## config.mk

```make
export PLATFORM = sky130hd
export DESIGN_NAME = pgn_sqrt
export DESIGN_NICKNAME = d
export VERILOG_FILES = /design/src/rtl/pgn_sqrt.sv
export SDC_FILE = /design/constraint.sdc
export NUM_CORES = 1
export LEC_CHECK = 0
export BUFFER_PORTS_ARGS = -buffer_cell sky130_fd_sc_hd__buf_2
export CAP_MARGIN = 10
export CORE_AREA = 2 2 168 170
export CTS_CLUSTER_DIAMETER = 200
export DETAILED_ROUTE_END_ITERATION = 16
export DIE_AREA = 0 0 170 172
export PLACE_DENSITY = 0.78
export REMOVE_ABC_BUFFERS = 1
export SYNTH_ARGS = -nofsm -noshare
export SYNTH_HDL_FRONTEND = slang
export SYNTH_SLANG_ARGS = --single-unit
```

## constraint.sdc

```tcl
create_clock -name i_clk -period 9.9 [get_ports i_clk]
set_input_delay 0.495 -clock i_clk [delete_from_list [all_inputs] [get_ports i_clk]]
set_output_delay 0.495 -clock i_clk [all_outputs]
set_load 0.02 [all_outputs]
```

## src/rtl/pgn_sqrt.sv

```systemverilog
// integer square root, two radicand bits per cycle
module pgn_sqrt (
    input  logic        i_clk,
    input  logic        i_rst_n,
    input  logic        i_start,
    input  logic [63:0] i_y,
    output logic        o_done,
    output logic [31:0] o_r
);
    logic [63:0] r_y, r_res;
    logic [4:0]  r_cnt;
    logic        r_busy, r_done;
    logic [63:0] bit_v, trial;

    assign bit_v = 64'd1 << (7'd62 - {r_cnt, 1'b0});
    assign trial = r_res + bit_v;

    always_ff @(posedge i_clk) begin
        if (!i_rst_n) begin
            r_busy <= 1'b0;
            r_done <= 1'b0;
            r_cnt  <= 5'd0;
        end else begin
            r_done <= 1'b0;
            if (i_start) begin
                r_y    <= i_y;
                r_res  <= 64'd0;
                r_cnt  <= 5'd0;
                r_busy <= 1'b1;
            end else if (r_busy) begin
                if (r_y >= trial) begin
                    r_y   <= r_y - trial;
                    r_res <= (r_res >> 1) + bit_v;
                end else begin
                    r_res <= r_res >> 1;
                end
                r_cnt <= r_cnt + 5'd1;
                if (r_cnt == 5'd31) begin
                    r_busy <= 1'b0;
                    r_done <= 1'b1;
                end
            end
        end
    end

    assign o_done = r_done;
    assign o_r    = r_res[31:0];
endmodule

```

==> run metrics <==
GP Congestion=between 1 and 1.5; outcome=finished clean; clock sink count=between 100 and 150; Die Area=slightly below 30,000 µm²; Nets=between 2,000 and 2,500; Commonest cells post-synth=nand2_1, nor2_1, a21oi_1, o21ai_0, ha_1; Pre-Repair DR Iteration Count=5; post-DP HPWL=34,600 µm; Levels on crit path=21; Startpoint Class=flip-flop; vias in the first global route=around 13,000; clk slew on worst S/H paths=approximately 0.07 ns; via count=between 10,000 and 15,000; Synth top area share=0.250; Post-CTS Setup Inserts=0; Critical Path Max Stage Delay=~0.64 ns; Skew-Pair Late Insertion Delay=between 0.4 and 0.5 ns; Mapped Cells=between 1,500 and 2,000; buffers and inverters on the worst path=1; cell area after synthesis=between 15,000 and 20,000 µm²; P_leak=6.33 nW; max-slew violation count=0; post-synthesis register bit count=between 100 and 150; Avg Inst Size Synth=about 8.1 µm²; final WL=45,500 µm; pin count of the biggest net entering global routing=100; YS warnings=0; 1st-iter DRT viols=roughly 2,100; CTS root buf=clkbuf_16; GRT met3 Usage=0.0352; cell breakdown of the critical path=nand2_1 -> nor2_1 -> ha_1 -> a31oi_1 -> o21bai_1 -> a31o_2 -> o21ba_2 -> a2111oi_4 -> nor3_4 -> a41o_1 -> a21boi_2 -> o21ai_1 -> xnor2_1 -> ha_1 -> nand4_1 -> or3_1 -> nor3_1 -> nand4_4 -> and2_4 -> a21boi_4 -> buf_4; Top FF cell, synth=edfxtp_1; clk buf depth=2; biggest area consumer among synthesized cells=edfxtp_1; Setup CP Type=reg -> reg; fill count=approximately 2,500; Crit path max-delay family=simple AND/OR/NAND/NOR gates; fin crit period=around 7.7 ns; Place WS=roughly 2.3 ns; die height=approximately 170 µm; Avg WL per Cell=between 20 and 25 µm; Worst Reg-to-Reg Cells=21; Placed Cells incl. Taps=2,222; Resize count post-CTS=0; global-route met2 utilization=0.471; Worst Setup End Kind=flip-flop; post-route ant nets=0; CTS tree=done; post-synth cell types=96; antenna violations before repair=0; CP dominant cell by count=ha_1; post-layout util=0.593; Port Buffers=around 100; RSZ-0062 raised after global routing=false; Final Setup Violations=0; final clock skew=0.0149 ns; Antenna diodes=0; Worst Path Required=around 10 ns; routed vias/inst=6.52; Design Power=2.36 mW; initial core utilization=0.559; Layout area overhead=5.95%; Hold Crit Depth=3; layout cells sized above 1=0.111; # IOs=100; grt ovf=0; top-count cell post-synth=nand2_1; worst vdd ir=0.0935 mV; Seq/Total Area, Yosys=0.259; CTS Hold Bufs=0; Max Cap Viol=0; Worst Path Max Fanout=38; first-pass GRT wire length=71,400 µm; worst slew pin tran=approximately 1 ns; crit path max-delay cell type=dfxtp_1; Power Density=approximately 140 nW/µm²; Max Fclk=between 100 and 150 MHz; met1 Use GR=0.460; final hold violation count=0; WP data arrival=7.76 ns; overall die width=about 170 µm; residual DRC count=0; Post-synth ARST share=0; Tcrit/Tclk final=0.776; number of buffers created by CTS=17; PnR worst setup slack=2.22 ns; htree depth=4; EDFF count, synth=between 100 and 150; Post-Layout Cell Count=between 2,000 and 2,500; core area=~27,000 µm²; Final Hold Slack=around 0.34 ns; gr busiest metal=met2; total track usage=0.310; Rows=61; leading post-synthesis cells by cell area=edfxtp_1, ha_1, nand2_1, xnor2_1, a21oi_1; Max-slew headroom=0.329; HP Class=in -> reg
[cells by family after synthesis]
group,count (synthesis),synth area share
xor gates and xnor gates,162,0.0933
and+or+nand+nor,650,0.203
adders and majority gates,135,0.110
muxes,10,0.00676
AOI/OAI and AO/OA,634,0.274
buffers and inverters,169,0.0541
DFF,135,0.259
[placed cells by master (no fill, tap or decap), drive strengths merged, types with 10 or more instances in the layout]
| cell type | count |
|---|---|
| nand2 | 221 |
| nor2 | 166 |
| a21oi | 157 |
| o21ai | 148 |
| ha | 133 |
| edfxtp | 128 |
| buf | 105 |
| xnor2 | 96 |
| xor2 | 66 |
| a21o | 55 |
| a31oi | 53 |
| nand3 | 51 |
| inv | 48 |
| nor3 | 45 |
| nand4 | 42 |
| a211oi | 36 |
| o21bai | 27 |
| and2 | 23 |
| a31o | 21 |
| and3 | 20 |
| o21a | 19 |
| a21boi | 19 |
| clkbuf | 18 |
| nor2b | 17 |
| o31ai | 16 |
| nand2b | 12 |
| o211ai | 12 |
| or3 | 10 |
[cell type report]
cell class,instances,area (µm²),share of cell area
flip-flops and latches,135,3980,0.245
repair buffers,105,547,0.0336
well taps,346,433,0.0266
multi-input cells,1591,10600,0.649
clock inverters,14,151,0.00930
clock buffers,18,429,0.0264
inverters,45,169,0.0104
[flip-flops by register name, indices dropped and copies added, names as in the netlist]
register and flops:
o_done 1, r_busy 1, r_cnt 5, r_y 64, r_res 64
[through the flow]
stage / TNS [ns] / cell area, µm²
finish: 0 / 16300
global route: 0 / 16300
CTS: 0 / 16300
detailed placement: 0 / 15700
global placement: 0 / 15700
floorplan: -42.26 / 14700
[final timing paths]
kind | endpoint | slack (ns) | startpoint
setup / recovery | r_y[4] | 2.22 | r_cnt[4]
setup reg to reg | r_y[4] | 2.22 | r_cnt[4]
hold / removal | r_y[12] | 0.34 | i_y[12]
hold reg to reg | r_cnt[1] | 0.59 | r_cnt[1]
[report_power, final]
| part | switching (mW) | total [mW] | internal (mW) |
|---|---|---|---|
| Combinational | 0.567 | 0.903 | 0.336 |
| Sequential | 0.0815 | 0.798 | 0.717 |
| Clock | 0.281 | 0.654 | 0.373 |
| Total | 0.930 | 2.36 | 1.43 |
[worst register-to-register path, cell delays in order, from the launching register on]
cell       delay (ns)
dfxtp_1          0.64
nand2_1          0.22
nor2_1           0.25
ha_1             0.34
a31oi_1          0.20
o21bai_1         0.10
a31o_2           0.28
o21ba_2          0.24
a2111oi_4        0.39
nor3_4           0.12
a41o_1           0.31
a21boi_2         0.23
o21ai_1          0.10
xnor2_1          0.15
ha_1             0.48
nand4_1          0.19
or3_1            0.42
nor3_1           0.55
nand4_4          0.59
and2_4           0.52
a21boi_4         0.43
buf_4            0.53
[metal layers]
layer  vias to the layer above  wire length, µm
met5                         -                0
met4                         0             1190
met3                        77             3970
met2                       709            19100
met1                      6851            21200
li1                       7053                -
(Power assumes the default switching activity.)
