### config.mk
export PLATFORM = sky130hd
export DESIGN_NAME = pgn_mul
export DESIGN_NICKNAME = d
export VERILOG_FILES = /design/src/rtl/pgn_mul.sv
export SDC_FILE = /design/constraint.sdc
export NUM_CORES = 2
export LEC_CHECK = 0
export BUFFER_PORTS_ARGS = -buffer_cell sky130_fd_sc_hd__buf_2
export CAP_MARGIN = 10
export CORE_MARGIN = 2
export CORE_UTILIZATION = 59
export CTS_CLUSTER_DIAMETER = 80
export CTS_CLUSTER_SIZE = 20
export DETAILED_ROUTE_END_ITERATION = 8
export GPL_ROUTABILITY_DRIVEN = 0
export HOLD_SLACK_MARGIN = 0.06
export PLACE_DENSITY = 0.8
export SLEW_MARGIN = 20
export SYNTH_ARGS = -nofsm -noshare
export SYNTH_HDL_FRONTEND = slang
export SYNTH_SLANG_ARGS = --single-unit
### constraint.sdc
create_clock -name i_clk -period 9.45 [get_ports i_clk]
set_clock_uncertainty 0.15 [all_clocks]
set_input_delay 1.4175 -clock i_clk [delete_from_list [all_inputs] [get_ports i_clk]]
set_output_delay 1.4175 -clock i_clk [all_outputs]
set_load 0.005 [all_outputs]
### src/rtl/pgn_mul.sv
// 64x64 -> 128 multiplier, one 32x32 partial product per cycle
module pgn_mul (
    input  logic          i_clk,
    input  logic          i_rst_n,
    input  logic          i_start,
    input  logic [63:0]   i_a,
    input  logic [63:0]   i_b,
    output logic          o_done,
    output logic [127:0]  o_p
);
    logic [63:0]  r_a, r_b;
    logic [2:0]   r_cnt;
    logic         r_busy, r_done;
    logic [63:0]  r_pp;
    logic [1:0]   r_pp_sh;
    logic [127:0] r_acc;
    logic [31:0]  a_sel, b_sel;
    logic [127:0] pp_ext;

    // partial product select: cnt[0] picks a half, cnt[1] picks b half
    assign a_sel = r_cnt[0] ? r_a[63:32] : r_a[31:0];
    assign b_sel = r_cnt[1] ? r_b[63:32] : r_b[31:0];

    always_comb begin
        unique case (r_pp_sh)
            2'd0:    pp_ext = {64'd0, r_pp};
            2'd1:    pp_ext = {32'd0, r_pp, 32'd0};
            default: pp_ext = {r_pp, 64'd0};
        endcase
    end

    always_ff @(posedge i_clk) begin
        if (!i_rst_n) begin
            r_busy <= 1'b0;
            r_done <= 1'b0;
            r_cnt  <= 3'd0;
        end else begin
            r_done <= 1'b0;
            if (i_start) begin
                r_a    <= i_a;
                r_b    <= i_b;
                r_cnt  <= 3'd0;
                r_acc  <= 128'd0;
                r_busy <= 1'b1;
            end else if (r_busy) begin
                if (r_cnt != 3'd4) begin
                    r_pp    <= 64'(a_sel) * 64'(b_sel);
                    r_pp_sh <= 2'(r_cnt[0]) + 2'(r_cnt[1]);
                end
                if (r_cnt != 3'd0) r_acc <= r_acc + pp_ext;
                if (r_cnt == 3'd4) begin
                    r_busy <= 1'b0;
                    r_done <= 1'b1;
                end
                r_cnt <= r_cnt + 3'd1;
            end
        end
    end

    assign o_done = r_done;
    assign o_p    = r_acc;
endmodule

==> impl_metrics.csv <==
group,metric,value,unit
worst_hold_path,min_from,"r_cnt[2]",
placement,io_buffers,259,
detailed_routing,dr.pass1.iters,9,
die,rows,111,
sta,whs,387,ps
sta,fmax,108,MHz
critical_path,cp.arrival,9440,ps
yosys,ys_async_sr_fraction,0,%
cts,clk_latency,640,ps
detailed_routing,wire_per_inst,24.5,µm
yosys,syn_avg_cell_area,9.02,µm²
grt,track_usage,38.1,%
critical_path,crit_start,"r_cnt[0]",
cells_and_area,area_growth,6.71,%
die,dieArea,94200,µm²
grt,grt_pass1_wl,270,mm
placement,post-place-ws,328,ps
critical_path,start_kind,"flop",
grt,grt_max_degree,106,
critical_path,worstReg2RegEnd,"r_pp[57]",
critical_path,reg2reg_from,"r_cnt[0]",
grt,overflow,0,
grt,gr-max-usage-layer,"met2",
yosys,yosys_warnings,0,
critical_path,crit_buf_inv,6,
die,core-area,91200,µm²
yosys,synth.distinct_cells,86,
die,fp.dieW,307,µm
critical_path,crit_top_cell,"fa_1",
sta,worst_slew_pin_slew,1040,ps
worst_hold_path,holdPathStages,2,
detailed_routing,antenna_left,0,
critical_path,end_kind,"flop",
yosys,syn_area,54100,µm²
detailed_routing,vias,46100,
grt,met2_usage,56.1,%
cts,cts_sinks,327,
die,start_util,59.3,%
sta,period_needed,9220,ps
cts,cts_buffers,25,
cells_and_area,nets,7525,
yosys,synth_seq_cells,327,
run,drv_cap,0,
grt,use_met1,46.9,%
cells_and_area,fill_cells,7363,
sta,slew_headroom,30.9,%
worst_hold_path,hold_path_class,"reg -> reg",
cts,hold_buffers,0,
sta,drv_slew,0,
grt,antenna_found_initial,2,
yosys,synthCells,6000,
cts,clock_path_buffers,3,
die,dieHeight,307,µm
critical_path,cp.required,9670,ps
critical_path,critPathKind,"reg -> reg",
sta,fin_crit_sh,97.5,%
yosys,synth_edf_count,322,
yosys,syn_nets,7420,
worst_hold_path,hold_end,"o_done",
cts,cts_tree,"yes",
detailed_routing,drtIter0Drc,6059,
placement,detailed_place_hpwl,142,mm
sta,rsz0062_at_grt,"false",
cts,cts_htree_levels,1,
critical_path,max_stage_delay,560,ps
die,boundaryPins,260,
sta,hold_viol_final,0,
yosys,ys_seq_area_share,18.0,%
cts,clkSlewWorstSetupHoldPaths,80,ps
critical_path,reg2reg_setup_slack,230,ps
grt,grt_pass1_vias,46500,
critical_path,path_max_fanout,35,
critical_path,cpLargestDelayFamily,"adder cells",
critical_path,r2r_cells,27,
detailed_routing,wl,179,mm
detailed_routing,drcViolationCount,52,
yosys,synth_ff_type,"edfxtp_1",
sta,worst_slack,232,ps
grt,met3_usage,15.7,%
cts,root_buffer,"clkbuf_16",
cells_and_area,drive_gt1_share,9.44,%
sta,finalSetupTns,0,ps
outcome,violations,"design-rule violations",
outcome,status,"finished, violations left",
critical_path,crit_slowest_cell,"fa_1",
detailed_routing,via_per_inst,6.31,
sta,setup_viol,0,
[Yosys cell counts, drive strengths merged, types with 5 or more instances]
cell type / instances / area (µm²)
a2111oi: 7 / 93.9
a211o: 6 / 52.6
a211oi: 12 / 105
a21boi: 16 / 120
a21o: 90 / 676
a21oi: 278 / 1400
a221oi: 7 / 85.1
a31o: 5 / 43.8
a31oi: 20 / 125
a41oi: 5 / 43.8
and2: 70 / 438
and3: 19 / 119
and4: 7 / 61.3
buf: 35 / 158
clkbuf: 274 / 1030
dfxtp: 5 / 100
edfxtp: 322 / 9670
fa: 897 / 18000
ha: 392 / 4900
inv: 951 / 3570
mux2: 73 / 830
mux2i: 100 / 1000
nand2: 719 / 2700
nand2b: 22 / 138
nand3: 41 / 210
nand4: 96 / 601
nor2: 868 / 3260
nor2b: 24 / 150
nor3: 63 / 335
nor3b: 9 / 67.6
nor4: 11 / 68.8
o2111ai: 7 / 67.6
o211ai: 15 / 113
o21a: 29 / 218
o21ai: 176 / 896
o21bai: 58 / 435
o221ai: 5 / 43.8
o31ai: 24 / 185
o41ai: 6 / 60.1
or2: 11 / 68.8
or3: 15 / 93.8
xnor2: 108 / 946
xor2: 55 / 482
[routing by layer]
metal | share of wire [%] | routed length [µm] | vias up
li1 | - | - | 19400
met1 | 34 | 61000 | 22000
met2 | 41 | 73800 | 3759
met3 | 16 | 29400 | 991
met4 | 8.3 | 14800 | 10
met5 | 0.17 | 306 | -
[worst reg2reg max path, cell delays in order (launching register included)]
cell	delay, ps
dfxtp_4	530
buf_12	280
mux2i_2	280
buf_4	380
nor2_1	120
fa_1	410
fa_1	480
fa_1	560
inv_1	50
fa_1	490
inv_1	60
fa_1	500
fa_1	510
fa_1	490
inv_1	50
fa_1	560
inv_1	80
ha_1	390
a21o_1	230
a21o_1	180
a21o_1	190
a21o_1	210
a221oi_4	460
o41ai_2	200
a21o_1	230
a221o_1	410
a2111oi_2	400
nor3_1	120
[through the flow]
stage          cells  area, µm²  util [%]
5_1_grt         7307      57800      63.3
6_report        7317      57800      63.3
2_1_floorplan   6000      54100         -
3_5_place_dp    7263      56900      62.4
3_3_place_gp    7263      56900      62.4
4_1_cts         7306      57700      63.3
[worst max-delay path by stage]
stage | depth (start not counted) | end | slack, ps
floorplan | 30 | r_pp[57] | 350
finish | 27 | r_pp[57] | 230
detailed placement | 26 | r_pp[57] | 330
global route | 27 | r_pp[57] | 30
CTS | 26 | r_pp[57] | 330
global placement | 26 | r_pp[57] | 530
[cell type report]
| type | count | area (µm²) | share of cell area (%) |
|---|---|---|---|
| sequential | 327 | 9780 | 16.9 |
| timing repair buffer | 387 | 2300 | 3.99 |
| clock inverter | 13 | 160 | 0.277 |
| multi-input combinational | 4413 | 39800 | 68.9 |
| tap | 1186 | 1480 | 2.57 |
| clock buffer | 30 | 644 | 1.12 |
| antenna | 10 | 25.0 | 0.0433 |
| inverter | 951 | 3570 | 6.18 |
[registers in the layout, indices dropped and copies added (netlist names)]
register  flops
o_p         128
r_a          64
r_b          64
r_pp         64
r_cnt         3
r_pp_sh       2
o_done        1
r_busy        1
[cells in the final DEF (no fill, tap or decap), types with 20 or more instances in the layout]
cell type	n
xnor2_1	108
buf_2	258
nor2_1	865
clkbuf_16	25
fa_1	897
ha_1	392
a21o_1	90
edfxtp_1	322
a31oi_1	20
nand2_1	719
inv_1	951
nand2b_1	22
mux2i_1	59
xor2_1	55
o21bai_1	58
o31ai_1	23
nor2b_1	23
buf_4	125
nand4_1	96
mux2_2	58
nor3_1	59
o21ai_0	169
a21oi_1	276
and2_1	69
o21a_1	29
nand3_1	40
mux2i_2	40
[kinds of logic after synthesis]
kind of cell,after synthesis,synth area share (%)
fa+ha+maj,1289,42.2
flops,327,18.0
mux,173,3.38
xor+xnor,163,2.64
compound gates,803,9.44
simple gates,1985,15.5
buf+inv,1260,8.78
[what timing repair did]
item                       CTS  global route
setup buffers                0             1
resized for setup            0             3
setup endpoints to repair    0             2
Power is left out: the tool's default activity adds up to more than one toggle a clock period on the data nets, which glitch-free logic cannot reach.
