`src/rtl/pgn_div.sv`:
```
// restoring divider: floor({hi,lo}/d), one quotient bit per cycle
module pgn_div (
    input  logic        i_clk,
    input  logic        i_rst_n,
    input  logic        i_start,
    input  logic [63:0] i_hi,
    input  logic [63:0] i_lo,
    input  logic [63:0] i_d,
    output logic        o_done,
    output logic [63:0] o_q
);
    logic [64:0] r_rem;
    logic [63:0] r_lo, r_q, r_d;
    logic [6:0]  r_cnt;
    logic        r_busy, r_done;
    logic [64:0] sh;
    logic        ge;

    assign sh = {r_rem[63:0], r_lo[63]};
    assign ge = sh >= {1'b0, r_d};

    always_ff @(posedge i_clk) begin
        if (!i_rst_n) begin
            r_busy <= 1'b0;
            r_done <= 1'b0;
            r_cnt  <= 7'd0;
        end else begin
            r_done <= 1'b0;
            if (i_start) begin
                r_rem  <= {1'b0, i_hi};
                r_lo   <= i_lo;
                r_d    <= i_d;
                r_q    <= 64'd0;
                r_cnt  <= 7'd0;
                r_busy <= 1'b1;
            end else if (r_busy) begin
                r_rem <= ge ? sh - {1'b0, r_d} : sh;
                r_lo  <= r_lo << 1;
                r_q   <= {r_q[62:0], ge};
                r_cnt <= r_cnt + 7'd1;
                if (r_cnt == 7'd63) begin
                    r_busy <= 1'b0;
                    r_done <= 1'b1;
                end
            end
        end
    end

    assign o_done = r_done;
    assign o_q    = r_q;
endmodule

```
`config.mk`:
```
export PLATFORM = sky130hd
export DESIGN_NAME = pgn_div
export DESIGN_NICKNAME = d
export VERILOG_FILES = /design/src/rtl/pgn_div.sv
export SDC_FILE = /design/constraint.sdc
export NUM_CORES = 1
export LEC_CHECK = 0
export ABC_CLOCK_PERIOD_IN_PS = 9100
export BUFFER_PORTS_ARGS = -buffer_cell sky130_fd_sc_hd__buf_2
export CAP_MARGIN = 20
export CORE_MARGIN = 5
export CORE_UTILIZATION = 57
export DETAILED_ROUTE_END_ITERATION = 12
export PLACE_DENSITY = 0.81
export SLEW_MARGIN = 20
export SYNTH_ARGS = -nofsm -noshare
export SYNTH_HDL_FRONTEND = slang
export SYNTH_SLANG_ARGS = --single-unit
export TNS_END_PERCENT = 30
```
`constraint.sdc`:
```
create_clock -name i_clk -period 9.1 [get_ports i_clk]
set_input_delay 1.365 -clock i_clk [delete_from_list [all_inputs] [get_ports i_clk]]
set_output_delay 1.365 -clock i_clk [all_outputs]
set_load 0.02 [all_outputs]
```
==> flow_metrics.tcl, run 1 <==
set metrics [dict create \
    cp_data_arrival_time_ps 4480 \
    routed_wirelength_mm 36.8 \
    sequential_fraction_of_the_synthesis_area 0.527 \
    critical_path.top_delay_family "compound AO/OA/AOI/OAI gates" \
    routed_via_density 5.82 \
    detailroute.via_count 11300 \
    critical_path.n_buffers_inverters 1 \
    finalHoldViolCount 0 \
    critPathKind "flip-flop to flip-flop" \
    cts-htree-levels 1 \
    placement.cell_area_um2 16400 \
    tritoncts "built" \
    drt-wirelength-per-cell_um 18.9 \
    synth_async_sr_flop_share 0 \
    clk_pin_slew_worst_setup_hold_paths_ps 60 \
    count_of_flip_flops_with_a_built_in_enable_after_synthesis 256 \
    cp_slowest_stage_delay_ps 630 \
    fp.coreArea_um2 25900 \
    worstPathRequired_ps 9380 \
    power_density_nw_per_um2 204 \
    area_of_all_placed_cells_without_fillers_um2 17400 \
    dieArea_um2 29500 \
    drc 0 \
    place.port_buffers 259 \
    placedCellCount 1893 \
    synth_area_um2 14900 \
    crit_chain "ha_1, nor2b_1, o31a_1, o211ai_2, nand2_1, a311o_1, o31a_1, o21ai_4, buf_4, nor2_1, a211oi_1, a21oi_1" \
    vdd.ir_drop.worst_uv 252 \
    clock.fmax_ghz 0.238 \
    grt_antenna_before_repair 5 \
    finalClockSkew_ps 12.4 \
    gr-total-overflow 0 \
    die_w_um 172 \
    yosys_warnings 0 \
    tritoncts.num_buffers 29 \
    worst_slew_pin_slew_ps 1140 \
    clockRootBuffer "clkbuf_16" \
    post_cts_buffers 0 \
    critical-path-top-cell-by-count "o31a_1" \
    ys_ff_latch 265 \
    post_synth_most_frequent_cells "edfxtp_1, a21oi_1, inv_1" \
    fin_crit_sh 0.462 \
    cap_violations 0 \
    grt_first_pass_wirelength_mm 57.7 \
    synth.area.top_cells "edfxtp_1, ha_1, mux2_2" \
    grt_start_max_net_pins 104 \
    diodes 0 \
    power.static_leakage_uw 0.00704 \
    cts_max_path_buffers 3 \
    antenna_violation_net_count_after_detailed_routing 0 \
    crit_path_top_delay_cell "o21ai_4" \
    die_h_um 172 \
    synth_cell_type_count 73 \
    detailedRoute.firstPassIterationCount 5 \
    fp-row-count 59 \
    slew_headroom 0.241 \
    synth-main-ff-cell "edfxtp_1" \
    ioPinCount 260 \
    setup_viol 0 \
    final.setup.tns_ps 0 \
    finalMaxSlewViolations 0 \
    initial_utilization 0.576 \
    syn_avg_cell_area_um2 11.0 \
    clkSinkCount 265 \
    layout_cells_sized_above_1 0.244 \
    nFillCells 1998 \
    drt_first_iter_violations 1057 \
    rsz_0062_raised_after_global_routing "false" \
    first_global_vias 11400 \
    synthDominantCellAreaShare 0.515 \
    global_route.usage.total 0.242 \
    hpwlAfterDp_mm 26.9 \
    yosysTopAreaCell "edfxtp_1" \
    cts_resized 0 \
    netlist_instances 1363 \
    insertion_delay_ps 560 \
    syn_to_final_growth_pct 16.4 \
    finalCriticalPeriod_ps 4200 \
    status "complete, no violations" \
    final_non_filler_cells 1947 \
    syn_nets 1624 \
    worstSetupEndpointType "flip-flop" \
    cp-start-kind "flip-flop" \
    crit_path_max_fanout 53 \
    post-synth-top-count-cell "edfxtp_1" \
    place.gp.congestion 0.973 \
    ctsHoldBuffers 0 \
    finish.net_count 1851 \
    min_path_type "flip-flop to flip-flop" \
]
[metal layers]
metal,vias up,wire length [um],global-route usage
met5,-,75,0
met4,10,1090,0.0714
met3,82,2740,0.0614
met2,403,17700,0.404
met1,5381,15200,0.314
li1,5465,-,-
[flip-flops by register name (all words and copies together) (netlist names)]
| register | count |
|---|---|
| o_q | 64 |
| r_d | 64 |
| r_lo | 64 |
| r_rem | 64 |
| r_cnt | 7 |
| o_done | 1 |
| r_busy | 1 |
[kinds of logic after synthesis]
family | share of synthesized area
mux | 0.0582
fa+ha+maj | 0.0558
xor+xnor | 0.0340
flops | 0.527
buf+inv | 0.0485
simple gates | 0.117
compound gates | 0.160
[placed cells by master (no fill, tap or decap), types with 7 or more instances in the layout]
master     synthesis  final
buf_2             21    258
edfxtp_1         256    256
a21oi_1          127    127
inv_1            103    101
nand2_1           86     86
nor2b_1           72     72
mux2_2            70     70
nor2_1            69     69
ha_1              65     65
o21ai_0           55     55
xnor2_1           39     39
nand4_1           32     32
clkbuf_16          0     29
a21o_1            28     28
o21a_1            29     28
o21ai_1           26     26
o21bai_1          21     21
a211oi_1          20     20
xor2_1            19     19
nor3_1            17     17
and3_1            12     12
nand3_1           12     12
a31oi_1           12     12
and2_1            10     10
dfxtp_1            9      9
mux2i_1            8      8
buf_4              2      8
o211ai_1           7      7
clkbuf_1          41      7
[stage by stage]
| stage | hold slack (ps) | power [uW] | setup WS (ps) | util |
|---|---|---|---|---|
| floorplan | 458 | 2170 | 2400 | - |
| global placement | 470 | 2340 | 5010 | 0.632 |
| detailed placement | 491 | 2370 | 4900 | 0.632 |
| CTS | 499 | 3570 | 4880 | 0.669 |
| global route | 517 | 3720 | 4610 | 0.670 |
| finish | 506 | 3550 | 4900 | 0.670 |
[tightest hold or removal path: stages, from the launching register on]
cell and delay (ps):
dfxtp_1 310, o21ai_0 80, a21oi_1 70
[final timing paths]
path	startpoint	to	slack (ps)	depth (start not counted)
setup reg to reg	r_rem[0]	r_rem[14]	4900	12
hold / removal	r_cnt[5]	r_cnt[5]	510	2
setup / recovery	r_rem[0]	r_rem[14]	4900	12
hold reg to reg	r_cnt[5]	r_cnt[5]	510	2
[final cells by class]
class,instances,area (um^2),share of cell area
tap,335,419,0.0241
timing repair buffer,268,1390,0.0800
inverter,103,387,0.0223
multi-input combinational,923,6350,0.366
sequential,265,7870,0.453
clock inverter,17,204,0.0117
clock buffer,36,752,0.0433
[where the power goes]
group | internal [uW] | switching (uW) | leakage (uW)
Combinational | 342 | 516 | 0.00406
Clock | 701 | 488 | 0.000462
Sequential | 1460 | 40.5 | 0.00252
Total | 2500 | 1040 | 0.00704
No activity file was read; power rests on OpenSTA's default activity.
==> run 2, diff against run 1 <==
--- a/config.mk
+++ b/config.mk
@@ -5,13 +5,14 @@
 export SDC_FILE = /design/constraint.sdc
 export NUM_CORES = 1
 export LEC_CHECK = 0
-export ABC_CLOCK_PERIOD_IN_PS = 9100
+export ABC_AREA = 1
+export ABC_CLOCK_PERIOD_IN_PS = 3450
 export BUFFER_PORTS_ARGS = -buffer_cell sky130_fd_sc_hd__buf_2
 export CAP_MARGIN = 20
 export CORE_MARGIN = 5
-export CORE_UTILIZATION = 57
+export CORE_UTILIZATION = 53
 export DETAILED_ROUTE_END_ITERATION = 12
-export PLACE_DENSITY = 0.81
+export PLACE_DENSITY = 0.78
 export SLEW_MARGIN = 20
 export SYNTH_ARGS = -nofsm -noshare
 export SYNTH_HDL_FRONTEND = slang
==> constraint.sdc (replaced) <==
create_clock -name i_clk -period 3.45 [get_ports i_clk]
set_input_delay 0.5175 -clock i_clk [delete_from_list [all_inputs] [get_ports i_clk]]
set_output_delay 0.5175 -clock i_clk [all_outputs]
set_load 0.02 [all_outputs]
==> run 2 against run 1 <==
Sequential share of layout area shrank 6.8 points; non-clock buffer count grew 1; maximum frequency grew 43%; die area grew 27%; hold slack lost 410 ps; flip-flop and latch count is the same; synthesized area grew 20%; via count grew 38%; first-iteration DRC count grew 13%; clock-buffer cell count grew 7; final cell count grew 63%; critical path type unchanged; largest cell class unchanged; largest power group unchanged.
==> flow_metrics.tcl, run 2 <==
set metrics [dict create \
    cts_resized 0 \
    clkSinkCount 265 \
    dieArea_um2 37500 \
    placement.cell_area_um2 19500 \
    sequential_fraction_of_the_synthesis_area 0.440 \
    syn_to_final_growth_pct 14.4 \
    drt-wirelength-per-cell_um 16.6 \
    yosys_warnings 0 \
    syn_nets 2708 \
    power_density_nw_per_um2 475 \
    mostFrequentLayoutCell "nand2_1" \
    ys_ff_latch 265 \
    worstPathRequired_ps 3770 \
    ioPinCount 260 \
    nFillCells 3071 \
    detailroute.via_count 15600 \
    worstSetupEndpointType "flip-flop" \
    finalClockSkew_ps 27.7 \
    clockRootBuffer "clkbuf_16" \
    routed_wirelength_mm 52.4 \
    post-synth-top-count-cell "nand2_1" \
    crit_path_top_delay_cell "buf_4" \
    placedCellCount 3110 \
    finish.net_count 2954 \
    cp_data_arrival_time_ps 3270 \
    drc 0 \
    post_cts_buffers 0 \
    worst_slew_pin_slew_ps 857 \
    final_non_filler_cells 3167 \
    area_of_all_placed_cells_without_fillers_um2 20400 \
    first_global_vias 15500 \
    status "complete, no violations" \
    grt_start_max_net_pins 105 \
    hpwlAfterDp_mm 40.7 \
    cp_slowest_stage_delay_ps 500 \
    fp-row-count 67 \
    clock.fmax_ghz 0.339 \
    ctsHoldBuffers 0 \
    insertion_delay_ps 590 \
    cts-htree-levels 1 \
    crit_chain "ha_1, nand2_1, inv_1, nand2_1, nand2_1, inv_1, nand3_2, nand2_2, nand2_4, nand2_4, nand2_4, nand2_4, buf_4, nand3b_1, nand3_1, nand2_1" \
    finalCriticalPeriod_ps 2950 \
    layout_cells_sized_above_1 0.156 \
    global_route.usage.total 0.274 \
    power.static_leakage_uw 0.0110 \
    grt_antenna_before_repair 11 \
    fp.coreArea_um2 33400 \
    syn_avg_cell_area_um2 7.30 \
    die_h_um 194 \
    cp-start-kind "flip-flop" \
    layout_common_cells "nand2_1, inv_1, buf_2" \
    netlist_instances 2447 \
    post_synth_most_frequent_cells "nand2_1, inv_1, edfxtp_1" \
    drt_first_iter_violations 1192 \
    clk_pin_slew_worst_setup_hold_paths_ps 60 \
    critPathKind "flip-flop to flip-flop" \
    synthDominantCellAreaShare 0.430 \
    tritoncts "built" \
    finalMaxSlewViolations 0 \
    vdd.ir_drop.worst_uv 481 \
    die_w_um 194 \
    synth.area.top_cells "edfxtp_1, nand2_1, inv_1" \
    synth_area_um2 17900 \
    fin_crit_sh 0.854 \
    tritoncts.num_buffers 29 \
    count_of_flip_flops_with_a_built_in_enable_after_synthesis 256 \
    detailedRoute.firstPassIterationCount 5 \
    antenna_violation_net_count_after_detailed_routing 0 \
    pre_cts_ws_ps 513 \
    cap_violations 0 \
    cts_max_path_buffers 3 \
    routed_via_density 4.94 \
    crit_path_max_fanout 46 \
    min_path_type "input port to flip-flop" \
    footprint_of_the_flip_flops_and_latches_um2 7870 \
    yosysTopAreaCell "edfxtp_1" \
    initial_utilization 0.535 \
    slew_headroom 0.429 \
    rsz_0062_raised_after_global_routing "false" \
    place.port_buffers 259 \
    gr-total-overflow 0 \
    synth_async_sr_flop_share 0 \
    post-route-util 0.613 \
    finalHoldViolCount 0 \
    hold-worst-slack_ps 97.1 \
    multi_input_logic_area_um2 7760 \
    synth-main-ff-cell "edfxtp_1" \
    place.gp.congestion 1.01 \
    layout_setup_ws_ps 503 \
    synth_cell_type_count 36 \
    setup_viol 0 \
    grt_first_pass_wirelength_mm 83.1 \
]
## run 2: changes by cell type in the layout (fill, tap and decap cells not counted), sizes merged, moves of 22 or more
cell and delta:
nor2b -72, nor2 +112, inv +405, o21a -28, nand4 -22, mux2 -70
a21oi -89, nand2 +995, nand3 +113, nand3b +52, o21ai -71, a21o -28
## run 2: worst paths after layout
check,start,slack [ps],cells after the start,end
worst max-delay path,r_rem[7],500,16,r_rem[37]
worst max register to register,r_rem[7],500,16,r_rem[37]
worst min register to register,r_cnt[2],480,2,r_cnt[2]
worst min-delay path,i_d[28],100,1,r_d[28]
## run 2: report_power, final
part,switching (uW),leakage (uW),internal (uW)
logic,1850,0.00802,908
registers,100,0.00253,3840
clock network,1290,0.000432,1730
## run 2: metrics by stage
stage          total power (uW)  TNS [ps]
4_1_cts                    9750         0
6_report                   9700         0
3_3_place_gp               6680         0
2_1_floorplan              5940   -204390
3_5_place_dp               6720         0
5_1_grt                   10200         0
## run 2: cell families (layout without fill, tap and decap cells)
| kind of cell | after synthesis | in the layout | share of synthesized area |
|---|---|---|---|
| xor gates and xnor gates | 31 | 31 | 0.0152 |
| buffers and inverters | 561 | 828 | 0.126 |
| other | 0 | 5 | 0 |
| DFF | 265 | 265 | 0.440 |
| adders and majority gates | 66 | 66 | 0.0466 |
| and+or+nand+nor | 1472 | 1472 | 0.357 |
| AOI/OAI and AO/OA | 52 | 52 | 0.0153 |
## run 2: metal layers
layer  up-vias  GRT usage  routed length, um
met5         -          0                 77
li1       7926          -                  -
met3        92     0.0557               3840
met2       513      0.447              23800
met1      7098      0.374              23100
met4        14     0.0745               1530
## run 2: cell type report
type	instances	area share
sequential	265	0.385
multi-input combinational	1621	0.380
inverter	507	0.0932
timing repair buffer	269	0.0704
clock buffer	43	0.0386
tap	448	0.0274
clock inverter	9	0.00532
antenna	5	0.000612
## run 2: worst max-delay path: cells and delay by family (launching register included)
kind,cells,cell delay [ps]
and+or+nand+nor,12,1270
adders and majority gates,1,370
DFF,1,390
buffers and inverters,3,640
==> run 3, diff against run 2 <==
==> config.mk (replaced) <==
export PLATFORM = sky130hd
export DESIGN_NAME = pgn_div
export DESIGN_NICKNAME = d
export VERILOG_FILES = /design/src/rtl/pgn_div.sv
export SDC_FILE = /design/constraint.sdc
export NUM_CORES = 1
export LEC_CHECK = 0
export ABC_CLOCK_PERIOD_IN_PS = 3450
export BUFFER_PORTS_ARGS = -buffer_cell sky130_fd_sc_hd__buf_2
export CAP_MARGIN = 20
export CORE_MARGIN = 5
export CORE_UTILIZATION = 40
export DETAILED_ROUTE_END_ITERATION = 12
export SLEW_MARGIN = 20
export SYNTH_ARGS = -nofsm -noshare
export SYNTH_HDL_FRONTEND = slang
export SYNTH_SLANG_ARGS = --single-unit
==> run 3 against run 2 <==
Global-route usage fell by 8.6 points; first-iteration DRC count fell by 40%; hold slack improved by 4.3 ps; sequential share of layout area rose by 3.4 points; final area fell by 8.2%; final cell count fell by 31%; die area rose by 10%; combinational power barely moved; clock power rose by 12%; routed wire length fell by 21%; largest cell class unchanged.
==> flow_metrics.tcl, run 3 (synthesis gave the netlist of run 1 again) <==
set metrics [dict create \
    status "complete, no violations" \
    critical_path.n_buffers_inverters 4 \
    final_non_filler_cells 2178 \
    power.total_uw 10100 \
    cts_max_path_buffers 3 \
    hpwlAfterDp_mm 29.6 \
    finish.net_count 1939 \
    insertion_delay_ps 600 \
    min_path_type "input port to flip-flop" \
    cap_violations 0 \
    layout_common_cells "buf_2, edfxtp_1, a21oi_1" \
    placedCellCount 2089 \
    global_route.usage.total 0.188 \
    drt_first_iter_violations 717 \
    multi_input_logic_area_um2 6620 \
    holdCritStartpoint "i_d[5]" \
    antenna_violation_net_count_after_detailed_routing 0 \
    power.static_leakage_uw 0.00761 \
    slew_headroom 0.597 \
    comb_power_share 0.275 \
    crit_path_top_delay_cell "edfxtp_1" \
    dieArea_um2 41300 \
    fin_crit_sh 0.989 \
    footprint_of_the_flip_flops_and_latches_um2 7870 \
    p_sw_uw 3010 \
    rsz_0062_raised_after_global_routing "true" \
    clockRootBuffer "clkbuf_16" \
    crit_chain "inv_1, ha_1, nand4b_1, nor3_2, nand4_1, o31ai_4, nand2b_4, a21boi_4, o21ai_4, buf_12, buf_6, clkbuf_16, and3_4, a221o_1" \
    ioPinCount 260 \
    grt_antenna_before_repair 22 \
    power.share.sequential 0.392 \
    finalCriticalPeriod_ps 3410 \
    finalHoldViolCount 0 \
    detailedRoute.firstPassIterationCount 5 \
    layout_setup_ws_ps 39.6 \
    drt-wirelength-per-cell_um 19.1 \
    place.gp.congestion 0.902 \
    cell_internal_pwr_uw 7080 \
    sw_frac_of_total 0.299 \
    die_h_um 203 \
    fp.coreArea_um2 36700 \
    drc 0 \
    final.setup.tns_ps 0 \
    cp-start-kind "flip-flop" \
    clock_power_frac 0.333 \
    finalMaxSlewViolations 0 \
    routed_via_density 5.37 \
    tritoncts "built" \
    routed_wirelength_mm 41.7 \
    power_density_nw_per_um2 538 \
    die_w_um 203 \
    clkSinkCount 265 \
    grt_start_max_net_pins 120 \
    crit-reg2reg-launch "r_d[62]" \
    worst_slew_pin_slew_ps 604 \
    worstSetupEndpointType "flip-flop" \
    fp-row-count 70 \
    initial_utilization 0.407 \
    grtUsageMet2 0.299 \
    clk_pin_slew_worst_setup_hold_paths_ps 70 \
    syn_to_final_growth_pct 25.7 \
    pre_cts_ws_ps -56.4 \
    grtUsageMet3 0.0612 \
    cp_slowest_stage_delay_ps 390 \
    worstPathRequired_ps 3800 \
    critPathKind "flip-flop to flip-flop" \
    clock.fmax_ghz 0.293 \
    vdd.ir_drop.worst_uv 416 \
    layout_cells_sized_above_1 0.309 \
    grt_first_pass_wirelength_mm 63.0 \
    place.port_buffers 259 \
    first_global_vias 11600 \
    ctsHoldBuffers 0 \
    cp_data_arrival_time_ps 3760 \
    mostFrequentLayoutCell "buf_2" \
    detailroute.via_count 11700 \
    critical_path.startpoint "r_d[62]" \
    critical_path.top_delay_family "simple AND/OR/NAND/NOR gates" \
    cts-htree-levels 1 \
    tritoncts.num_buffers 31 \
    nFillCells 3326 \
    grt_most_used_layer "met2" \
    crit_path_max_fanout 6 \
    setup_viol 0 \
    gr-total-overflow 0 \
    finalClockSkew_ps 21.0 \
    grt.met1_usage 0.253 \
]
## run 3: power by group through the flow
stage | combinational (uW) | clock, uW | sequential [uW]
floorplan | 1650 | 0 | 4040
global placement | 2410 | 0 | 4010
detailed placement | 2440 | 0 | 4010
CTS | 2450 | 3450 | 3950
global route | 3040 | 3590 | 3980
finish | 2780 | 3360 | 3960
## run 3: final cells by class
cell class	instances	share of cell area
flip-flops and latches	265	0.419
multi-input cells	923	0.353
repair buffers	354	0.119
clock buffers	44	0.0483
well taps	468	0.0312
inverters	103	0.0206
clock inverters	14	0.00773
diodes	7	0.000934
## run 3: layer usage
metal | vias up | share of wire
met5 | - | 0.0035
met4 | 24 | 0.023
met3 | 84 | 0.075
met2 | 349 | 0.45
met1 | 5575 | 0.44
li1 | 5659 | -
## run 3: worst reg2reg max path, stage by stage (launching register included)
cell	delay (ps)
edfxtp_1	390
inv_1	60
ha_1	390
nand4b_1	290
nor3_2	270
nand4_1	170
o31ai_4	280
nand2b_4	160
a21boi_4	190
o21ai_4	100
buf_12	150
buf_6	130
clkbuf_16	150
and3_4	180
a221o_1	260
## run 3: final timing paths
| kind | to | slack, ps | depth (start not counted) |
|---|---|---|---|
| max | r_rem[44] | 40 | 14 |
| min reg2reg | r_cnt[6] | 500 | 2 |
| max reg2reg | r_rem[44] | 40 | 14 |
| min | r_d[5] | 100 | 1 |
## run 3: per-stage QoR
stage	hold slack, ps	area (um^2)	utilization
floorplan	458	14900	-
global placement	470	17100	0.466
detailed placement	487	17100	0.466
CTS	69.8	18200	0.495
global route	72.9	18800	0.511
finish	101	18800	0.511
## run 3: what timing repair did
action	in CTS	in global routing
pin swaps	0	16
cloned	0	8
setup endpoints to repair	6	46
endpoints found under the hold margin	0	0
resized for setup	2	54
setup buffers	0	16
